`src/sha_pkg.sv`:
```
// Package with SHA-256 constants, a rotate function and shared types.
`default_nettype none
package sha_pkg;

	localparam int WordW = 32;

	localparam logic [31:0] ROUND_K [64] = '{
		32'h428a2f98, 32'h71374491, 32'hb5c0fbcf, 32'he9b5dba5, 32'h3956c25b, 32'h59f111f1,
		32'h923f82a4, 32'hab1c5ed5, 32'hd807aa98, 32'h12835b01, 32'h243185be, 32'h550c7dc3,
		32'h72be5d74, 32'h80deb1fe, 32'h9bdc06a7, 32'hc19bf174, 32'he49b69c1, 32'hefbe4786,
		32'h0fc19dc6, 32'h240ca1cc, 32'h2de92c6f, 32'h4a7484aa, 32'h5cb0a9dc, 32'h76f988da,
		32'h983e5152, 32'ha831c66d, 32'hb00327c8, 32'hbf597fc7, 32'hc6e00bf3, 32'hd5a79147,
		32'h06ca6351, 32'h14292967, 32'h27b70a85, 32'h2e1b2138, 32'h4d2c6dfc, 32'h53380d13,
		32'h650a7354, 32'h766a0abb, 32'h81c2c92e, 32'h92722c85, 32'ha2bfe8a1, 32'ha81a664b,
		32'hc24b8b70, 32'hc76c51a3, 32'hd192e819, 32'hd6990624, 32'hf40e3585, 32'h106aa070,
		32'h19a4c116, 32'h1e376c08, 32'h2748774c, 32'h34b0bcb5, 32'h391c0cb3, 32'h4ed8aa4a,
		32'h5b9cca4f, 32'h682e6ff3, 32'h748f82ee, 32'h78a5636f, 32'h84c87814, 32'h8cc70208,
		32'h90befffa, 32'ha4506ceb, 32'hbef9a3f7, 32'hc67178f2};

	localparam logic [31:0] INIT_H [8] = '{
		32'h6a09e667, 32'hbb67ae85, 32'h3c6ef372, 32'ha54ff53a,
		32'h510e527f, 32'h9b05688c, 32'h1f83d9ab, 32'h5be0cd19};

	localparam logic [7:0] PAD_BYTE = 8'h80;
	localparam logic [5:0] LEN_FILL = 6'd56;

	typedef logic [31:0] word_t;

	typedef struct packed {
		logic start;
		logic busy;
		logic done;
	} core_ctl_t;

	function automatic word_t ror(input word_t v, input int s);
		ror = (v >> s) | (v << (32 - s));
	endfunction

endpackage
`default_nettype wire

```
`src/sha_core.sv`:
```
// SHA-256 compression core, one round per cycle over a 16-word schedule window.
`default_nettype none
module sha_core
	import sha_pkg::*;
(
	input  wire        clk,
	input  wire        arst_n,
	input  wire        start,
	input  word_t      blk [16],
	input  word_t      h_in [8],
	output logic       busy,
	output logic       done,
	output word_t      h_out [8]
);

	word_t w_q [16];
	word_t a_q, b_q, c_q, d_q, e_q, f_q, g_q, h_q;
	logic [5:0] rnd_q;
	logic fin_q;

	word_t s0, s1, t1, t2, wn, bs0, bs1;

	always_comb begin
		bs1 = ror(e_q, 6) ^ ror(e_q, 11) ^ ror(e_q, 25);
		bs0 = ror(a_q, 2) ^ ror(a_q, 13) ^ ror(a_q, 22);
		t1 = h_q + bs1 + ((e_q & f_q) ^ (~e_q & g_q)) + ROUND_K[rnd_q] + w_q[0];
		t2 = bs0 + ((a_q & b_q) ^ (a_q & c_q) ^ (b_q & c_q));
		s0 = ror(w_q[1], 7) ^ ror(w_q[1], 18) ^ (w_q[1] >> 3);
		s1 = ror(w_q[14], 17) ^ ror(w_q[14], 19) ^ (w_q[14] >> 10);
		wn = w_q[0] + s0 + w_q[9] + s1;
	end

	always_ff @(posedge clk or negedge arst_n) begin
		if (!arst_n) begin
			busy <= 1'b0;
			fin_q <= 1'b0;
			rnd_q <= '0;
		end else begin
			fin_q <= 1'b0;
			if (start && !busy) begin
				busy <= 1'b1;
				rnd_q <= '0;
			end else if (busy) begin
				rnd_q <= rnd_q + 6'd1;
				if (rnd_q == 6'd63) begin
					busy <= 1'b0;
					fin_q <= 1'b1;
				end
			end
		end
	end

	always_ff @(posedge clk) begin
		if (start && !busy) begin
			for (int i = 0; i < 16; i++) w_q[i] <= blk[i];
			a_q <= h_in[0]; b_q <= h_in[1]; c_q <= h_in[2]; d_q <= h_in[3];
			e_q <= h_in[4]; f_q <= h_in[5]; g_q <= h_in[6]; h_q <= h_in[7];
		end else if (busy) begin
			for (int i = 0; i < 15; i++) w_q[i] <= w_q[i+1];
			w_q[15] <= wn;
			h_q <= g_q; g_q <= f_q; f_q <= e_q; e_q <= d_q + t1;
			d_q <= c_q; c_q <= b_q; b_q <= a_q; a_q <= t1 + t2;
		end
	end

	assign done = fin_q;
	assign h_out[0] = h_in[0] + a_q;
	assign h_out[1] = h_in[1] + b_q;
	assign h_out[2] = h_in[2] + c_q;
	assign h_out[3] = h_in[3] + d_q;
	assign h_out[4] = h_in[4] + e_q;
	assign h_out[5] = h_in[5] + f_q;
	assign h_out[6] = h_in[6] + g_q;
	assign h_out[7] = h_in[7] + h_q;

	a_done_after_busy: assert property (@(posedge clk) disable iff (!arst_n)
		done |-> $past(busy)) else $error("done without a running block");
	a_no_restart: assert property (@(posedge clk) disable iff (!arst_n)
		(busy && rnd_q != 6'd63) |=> busy) else $error("core stopped early");
	a_rnd_zero_idle: assert property (@(posedge clk) disable iff (!arst_n)
		$rose(busy) |-> rnd_q == 6'd0) else $error("round counter not cleared");

endmodule
`default_nettype wire

```
`src/sha256_stream_hasher.sv`:
```
// Top level of the SHA-256 stream hasher: byte gathering, padding, digest output.
//
// Usage: message words arrive on the s_axis channel, tdata = data_word (first
// byte in bits 31..24) then byte_count, tlast = end_of_message. s_axis_tready is
// high while the block can take a word. Each accepted word is placed one byte
// per cycle into the 64-byte block buffer, pausing while a full buffer is
// compressed; the next word is taken only once the last one is placed. When the
// buffer fills, the shared round unit is launched, runs 64 rounds, and the
// result is folded into the hash state. At end of message the padding bytes
// are written one per cycle, pausing while a full block is compressed, then the
// length is written; the padding spans one or two blocks. The eight digest words
// then leave on m_axis, one per transfer, with tuser = length_error and tlast on
// the eighth word. A stalled receiver holds the current digest word on the
// output; no new input is taken until all eight are transferred. Throughput
// is set by the byte loop and the round loop.
// Reset restores the initial hash values, clears the fill count and byte count,
// and empties the output.
`default_nettype none
module sha256_stream_hasher
	import sha_pkg::*;
(
	input  wire         clk,
	input  wire         arst_n,
	input  wire         s_axis_tvalid,
	output logic        s_axis_tready,
	input  wire  [39:0] s_axis_tdata,  // data_word[31:0], byte_count[34:32], zero
	input  wire         s_axis_tlast,  // end_of_message
	output logic        m_axis_tvalid,
	input  wire         m_axis_tready,
	output logic [39:0] m_axis_tdata,  // digest_word[31:0], word_index[34:32], zero
	output logic        m_axis_tlast,  // last_word
	output logic        m_axis_tuser   // length_error
);

	localparam logic [2:0] ST_IDLE = 3'd0;
	localparam logic [2:0] ST_BYTE = 3'd1;
	localparam logic [2:0] ST_PAD  = 3'd2;
	localparam logic [2:0] ST_COMP = 3'd3;
	localparam logic [2:0] ST_OUT  = 3'd4;

	logic [2:0] st_q;
	word_t hs_q [8];
	word_t buf_q [16];
	logic [5:0] fill_q;
	logic [63:0] tot_q;
	logic ovf_q, err_q;
	word_t data_q;
	logic [2:0] cnt_q;
	logic eom_q, padding_q, final_q;
	logic [2:0] oidx_q;
	core_ctl_t ctl;
	word_t h_new [8];

	logic [2:0] in_cnt;
	logic [7:0] cur_byte;
	logic [3:0] widx;
	logic [4:0] sh;
	logic [63:0] bits;

	assign in_cnt = (s_axis_tdata[34:32] > 3'd4) ? 3'd4 : s_axis_tdata[34:32];
	assign widx = fill_q[5:2];
	assign sh = 5'd24 - {fill_q[1:0], 3'b000};
	assign cur_byte = padding_q ? 8'h00 : data_q[31:24];
	assign bits = {tot_q[60:0], 3'b000};

	sha_core u_core (
		.clk(clk), .arst_n(arst_n), .start(ctl.start), .blk(buf_q), .h_in(hs_q),
		.busy(ctl.busy), .done(ctl.done), .h_out(h_new)
	);

	assign s_axis_tready = (st_q == ST_IDLE);
	assign m_axis_tvalid = (st_q == ST_OUT);
	assign m_axis_tdata = {5'd0, oidx_q, hs_q[oidx_q]};
	assign m_axis_tlast = (oidx_q == 3'd7);
	assign m_axis_tuser = err_q;

	always_comb begin
		ctl.start = (st_q == ST_COMP) && !ctl.busy && !ctl.done;
	end

	always_ff @(posedge clk) begin
		if (st_q == ST_BYTE && cnt_q != 3'd0) begin
			buf_q[widx] <= (buf_q[widx] & ~(32'hff << sh)) | ({24'd0, data_q[31:24]} << sh);
		end else if (st_q == ST_PAD) begin
			if (fill_q == LEN_FILL && final_q) begin
				buf_q[14] <= bits[63:32];
				buf_q[15] <= bits[31:0];
			end else begin
				buf_q[widx] <= (buf_q[widx] & ~(32'hff << sh)) | ({24'd0, cur_byte} << sh);
			end
		end
	end

	always_ff @(posedge clk or negedge arst_n) begin
		if (!arst_n) begin
			st_q <= ST_IDLE;
			for (int i = 0; i < 8; i++) hs_q[i] <= INIT_H[i];
			fill_q <= '0;
			tot_q <= '0;
			ovf_q <= 1'b0;
			err_q <= 1'b0;
			data_q <= '0;
			cnt_q <= '0;
			eom_q <= 1'b0;
			padding_q <= 1'b0;
			final_q <= 1'b0;
			oidx_q <= '0;
		end else begin
			unique case (st_q)
				ST_IDLE: begin
					if (s_axis_tvalid) begin
						data_q <= s_axis_tdata[31:0];
						eom_q <= s_axis_tlast;
						if ({61'd0, in_cnt} > ~tot_q) begin
							ovf_q <= 1'b1;
							cnt_q <= 3'd0;
						end else begin
							cnt_q <= in_cnt;
							tot_q <= tot_q + {61'd0, in_cnt};
						end
						st_q <= ST_BYTE;
					end
				end
				ST_BYTE: begin
					if (cnt_q != 3'd0) begin
						data_q <= {data_q[23:0], 8'h00};
						cnt_q <= cnt_q - 3'd1;
						fill_q <= fill_q + 6'd1;
						if (fill_q == 6'd63) st_q <= ST_COMP;
					end else if (eom_q) begin
						err_q <= ovf_q || (tot_q[63:61] != 3'd0);
						data_q <= {PAD_BYTE, 24'd0};
						padding_q <= 1'b0;
						final_q <= 1'b0;
						st_q <= ST_PAD;
					end else begin
						st_q <= ST_IDLE;
					end
				end
				ST_PAD: begin
					if (fill_q == LEN_FILL && final_q) begin
						fill_q <= '0;
						st_q <= ST_COMP;
					end else begin
						padding_q <= 1'b1;
						fill_q <= fill_q + 6'd1;
						if (fill_q == 6'd63) begin
							st_q <= ST_COMP;
						end
						if (fill_q + 6'd1 == LEN_FILL) final_q <= 1'b1;
					end
				end
				ST_COMP: begin
					if (ctl.done) begin
						for (int i = 0; i < 8; i++) hs_q[i] <= h_new[i];
						if (!padding_q && cnt_q != 3'd0) st_q <= ST_BYTE;
						else if (!padding_q) st_q <= eom_q ? ST_BYTE : ST_IDLE;
						else if (final_q && fill_q == 6'd0) begin
							st_q <= ST_OUT;
							oidx_q <= '0;
						end else st_q <= ST_PAD;
					end
				end
				ST_OUT: begin
					if (m_axis_tready) begin
						oidx_q <= oidx_q + 3'd1;
						if (oidx_q == 3'd7) begin
							for (int i = 0; i < 8; i++) hs_q[i] <= INIT_H[i];
							tot_q <= '0;
							ovf_q <= 1'b0;
							padding_q <= 1'b0;
							final_q <= 1'b0;
							eom_q <= 1'b0;
							st_q <= ST_IDLE;
						end
					end
				end
				default: st_q <= ST_IDLE;
			endcase
		end
	end

	a_out_hold: assert property (@(posedge clk) disable iff (!arst_n)
		(m_axis_tvalid && !m_axis_tready) |=> m_axis_tvalid && $stable(oidx_q))
		else $error("digest word lost under stall");
	a_no_in_while_out: assert property (@(posedge clk) disable iff (!arst_n)
		m_axis_tvalid |-> !s_axis_tready) else $error("input taken during output");
	a_core_only_comp: assert property (@(posedge clk) disable iff (!arst_n)
		ctl.busy |-> st_q == ST_COMP) else $error("core running outside compress");

endmodule
`default_nettype wire
```
`config.mk`:
```
export PLATFORM = sky130hd
export DESIGN_NAME = sha256_stream_hasher
export DESIGN_NICKNAME = d
export VERILOG_FILES = /design/src/sha_pkg.sv /design/src/sha_core.sv /design/src/sha256_stream_hasher.sv
export SDC_FILE = /design/constraint.sdc
export NUM_CORES = 2
export LEC_CHECK = 0
export BUFFER_PORTS_ARGS = -buffer_cell sky130_fd_sc_hd__buf_2
export CAP_MARGIN = 20
export CORE_MARGIN = 2
export CORE_UTILIZATION = 65
export DETAILED_ROUTE_END_ITERATION = 10
export PLACE_DENSITY_LB_ADDON = 0.15
export SYNTH_ARGS = -nofsm -noshare
export SYNTH_HDL_FRONTEND = slang
export SYNTH_HIERARCHICAL = 1
export SYNTH_SLANG_ARGS = --single-unit
```
`constraint.sdc`:
```
create_clock -name clk -period 29.8 [get_ports clk]
set_input_delay 5.96 -clock clk [delete_from_list [all_inputs] [get_ports clk]]
set_output_delay 5.96 -clock clk [all_outputs]
set_load 0.1 [all_outputs]
```
==> results_tabular.tex <==
\begin{tabular}{lr}
\hline
Metric & Value \\
\hline
\multicolumn{2}{l}{\textbf{Yosys}} \\
\quad Number of enable flip-flop cells after synthesis & 1280 \\
\quad Synth warn & 6 \\
\quad Cell area after technology mapping & between 0.1 and 0.15 sq mm \\
\quad Largest family of logic cells by synthesized area & simple AND/OR/NAND/NOR gates \\
\quad Fraction of the yosys area taken by sequential cells & 47.15\% \\
\quad Most instantiated flip-flop cell in the synthesis netlist & edfxtp\_1 \\
\quad Adder-cell share of the synthesized area & roughly 8.8\% \\
\quad Share of flip-flops with an asynchronous set or reset after synthesis & around 23\% \\
\quad Multiplexer share of the synthesized area & 9.486\% \\
\quad Seq cells post-synth & $\sim$1700 \\
\quad Post-synthesis xor/xnor area fraction & under 10\% \\
\quad Count of mapped cells out of synthesis & 9835 \\
\quad Synth Area in Simple Gates & 14.30\% \\
\quad Synthesized area divided by synthesized cell count & 10.38 sq um \\
\quad Number of distinct library cells after synthesis & 106 \\
\quad Synthesized-area fraction occupied by ao, oa, aoi and oai cells & 11.63\% \\
\multicolumn{2}{l}{\textbf{STA}} \\
\quad Total negative slack & 0 ps \\
\quad Final count of hold timing violations & 0 \\
\quad Max Clk Rate & 88.36 MHz \\
\quad Setup Skew & a little over 100 ps \\
\quad Slew at the pin closest to its max-slew limit & 1438 ps \\
\quad Max-slew violation count & 0 \\
\quad Normalized max-slew margin & $\sim$4\% \\
\quad Setup repair after global routing missed its margin & false \\
\quad Final worst path period need & 11320 ps \\
\quad Post-route clock period utilization & 37.98\% \\
\quad Minimum setup slack in the final design & approximately 18000 ps \\
\quad Number of setup violations in the final report & 0 \\
\multicolumn{2}{l}{\textbf{Clock tree}} \\
\quad Number of buffers on the longest clock path & 3 \\
\quad Number of buffers added for setup after CTS & 0 \\
\quad Number of buffers inserted for hold repair after clock tree synthesis & 0 \\
\quad Worst-skew pair later-pin latency & roughly 870 ps \\
\quad Clock transition at the register clock pins on the worst setup and hold paths after CTS & $\sim$60 ps \\
\quad Sink Count & 1660 \\
\quad CTS Root Buffer Type & clkbuf\_16 \\
\quad Clock tree from TritonCTS & built \\
\quad Total CTS buffers & 175 \\
\quad Number of levels the H-tree was split into & 4 \\
\quad Number of gates given a new drive strength after cts & 0 \\
\multicolumn{2}{l}{\textbf{Finish}} \\
\quad Share of the core filled with cells in the final layout & between 70\% and 80\% \\
\quad Share of cells above drive strength 1 & 13.25\% \\
\quad Most frequent standard cell in the layout excluding fill and tap cells & nand2\_1 \\
\quad Count of non-filler cells in the finished layout & 11870 \\
\quad Most frequent cells in the layout & nand2\_1 (1839), edfxtp\_1 (1280), nor2\_1 (933) \\
\quad Final \#Nets & 10300 \\
\quad Fillcell total & 11350 \\
\quad Area growth syn-to-layout & 7.879\% \\
\multicolumn{2}{l}{\textbf{Critical path}} \\
\quad Type of the worst setup path & reg2reg \\
\quad Data arrival time of the worst path & approximately 12000 ps \\
\quad Startpoint type of the worst setup path & flip-flop \\
\quad Sort of element at the end of the critical path & flip-flop \\
\quad WP data required & 30290 ps \\
\quad Largest driver fanout on the critical path & 18 \\
\quad Longest individual stage delay on the worst path & $\sim$950 ps \\
\quad Cell with the biggest individual delay on the critical path & ha\_1 \\
\multicolumn{2}{l}{\textbf{GRT}} \\
\quad Number of global-route vias before repair & 76680 \\
\quad Number of antenna violations at the first check in global routing & 16 \\
\quad Aggregate global-route resource usage & between 40\% and 50\% \\
\quad GRT overflow & 0 \\
\quad Pin count of the biggest net entering global routing & 202 \\
\quad First-pass GRT wire length & approximately 500000 microns \\
\multicolumn{2}{l}{\textbf{Routing}} \\
\quad DR pass1 iterations & 9 \\
\quad Number of nets with antenna violations after routing & 0 \\
\quad Total routed wirelength & 341600 microns \\
\quad Vias post-DR & 79230 \\
\quad Detail-routed net length per standard cell & 28.77 microns \\
\quad Routed vias/inst & $\sim$6.7 \\
\quad \# DRC & 0 \\
\quad DRC marker count from the first detailed-route iteration & about 10000 \\
\multicolumn{2}{l}{\textbf{Floorplan}} \\
\quad Die Height & 400.2 microns \\
\quad IO Count & slightly below 90 \\
\quad Placeable core region & approximately 0.16 sq mm \\
\quad Placement row count & 145 \\
\quad Starting density of the core & 65.40\% \\
\quad Die Area & 0.1602 sq mm \\
\quad Die extent in x & 400.2 microns \\
\multicolumn{2}{l}{\textbf{Flow run}} \\
\quad Number of max-cap violations & 0 \\
\multicolumn{2}{l}{\textbf{Place}} \\
\quad Number of buffers added on ports & 78 \\
\quad Pre-CTS worst setup slack & 18740 ps \\
\quad Placer's final routability congestion estimate & 1.014 \\
\quad HPWL after DPL & 235300 microns \\
\quad Placed Cells & around 12000 \\
\multicolumn{2}{l}{\textbf{Worst hold path}} \\
\quad Type of the tightest min-delay check & reg2reg \\
\multicolumn{2}{l}{\textbf{Run status}} \\
\quad Outcome & completed \\
\hline
\end{tabular}
## Yosys cell counts, types with 31 or more instances
cell type | n | area, sq um
nand2_1 | 1842 | 6914
edfxtp_1 | 1280 | 38440
nor2_1 | 949 | 3562
o21ai_0 | 620 | 3103
a21oi_1 | 491 | 2457
clkbuf_1 | 430 | 1614
ha_1 | 404 | 5055
xnor2_1 | 403 | 3530
mux2_2 | 397 | 4471
inv_1 | 371 | 1393
dfrtp_1 | 244 | 6106
a21o_1 | 203 | 1524
mux4_2 | 202 | 4549
fa_1 | 196 | 3924
xor2_1 | 174 | 1524
dfstp_2 | 136 | 3573
nand3_1 | 121 | 605.6
nor3_1 | 94 | 470.5
a31oi_1 | 86 | 538.0
buf_2 | 77 | 385.4
or3_1 | 69 | 431.7
mux2i_1 | 66 | 660.6
nor2b_1 | 66 | 412.9
nand2b_1 | 65 | 406.6
o21a_1 | 60 | 450.4
nand4_1 | 56 | 350.3
buf_1 | 54 | 202.7
and3_1 | 53 | 331.6
o21bai_1 | 49 | 367.9
a211oi_1 | 48 | 360.4
o211ai_1 | 34 | 255.2
o31ai_1 | 31 | 232.7
## final cells by class
class / count / area (sq um) / share of cell area [%]
Antenna cell: 13 / 32.53 / 0.02955
Clock buffer: 226 / 4693 / 4.263
Multi-Input combinational cell: 7228 / 50470 / 45.84
Clock inverter: 101 / 1254 / 1.139
Tap cell: 2058 / 2575 / 2.339
Timing Repair Buffer: 210 / 1488 / 1.351
Sequential cell: 1660 / 48150 / 43.74
Inverter: 377 / 1428 / 1.297
## sequential cells by signal, indices dropped and copies added, names as in the netlist, 64 cells and up
| name | flops |
|---|---|
| tot_q | 64 |
| hs_q | 256 |
| u_core/w_q | 512 |
| buf_q | 512 |
## critical path: cells and delay by family, from the launching register on
kind	cells	cell delay (ps)
adder cells (fa/ha/maj)	7	3690
buffers and inverters	5	1090
AND/OR/NAND/NOR	5	1350
XOR/XNOR	1	170
AO/OA/AOI/OAI	18	3920
flip-flops	1	810
## stage by stage
stage	instance area [sq um]	hold slack [ps]
CTS	109900	481.7
finish	110100	477.8
global route	110100	506.2
floorplan	102100	465.1
global placement	103900	464.7
detailed placement	104000	468.2
## layer usage
metal  GRT usage [%]  up-vias  routed length [microns]  share of wire (%)
li1                -    34500                        -                  -
met1           51.69    38640                   119700                 35
met2           67.07     4956                   158800                 46
met3           7.270     1122                    31790                9.3
met4           32.03       14                    31170                9.1
met5               0        -                      130              0.038
## cells by family (layout without fill, tap and decap cells)
logic type	count (synthesis)	after routing
AOI/OAI and AO/OA	1916	1916
and+or+nand+nor	3462	3462
other	1	18
xor gates and xnor gates	577	577
DFF	1660	1660
buffers and inverters	951	914
muxes	665	665
adders and majority gates	603	603
## worst paths after layout
kind	endpoint	slack (ps)	depth (start not counted)	start
max in group asynchronous	data_q[3]$_DFFE_PN0P_	22520	3	arst_n
worst min register to register	m_axis_tuser$_DFFE_PN0P_	480	2	m_axis_tuser$_DFFE_PN0P_
worst max-delay path	u_core/a_q[29]$_DFFE_PP_	18480	36	u_core/rnd_q[1]$_DFFE_PN0P_
worst max register to register	u_core/a_q[29]$_DFFE_PP_	18480	36	u_core/rnd_q[1]$_DFFE_PN0P_
min in group asynchronous	hs_q[231]$_DFFE_PN0P_	5110	1	arst_n
worst min-delay path	m_axis_tuser$_DFFE_PN0P_	480	2	m_axis_tuser$_DFFE_PN0P_
Power is not shown: default switching activity piles up to over one toggle a cycle in this logic, so the estimate is an artifact.
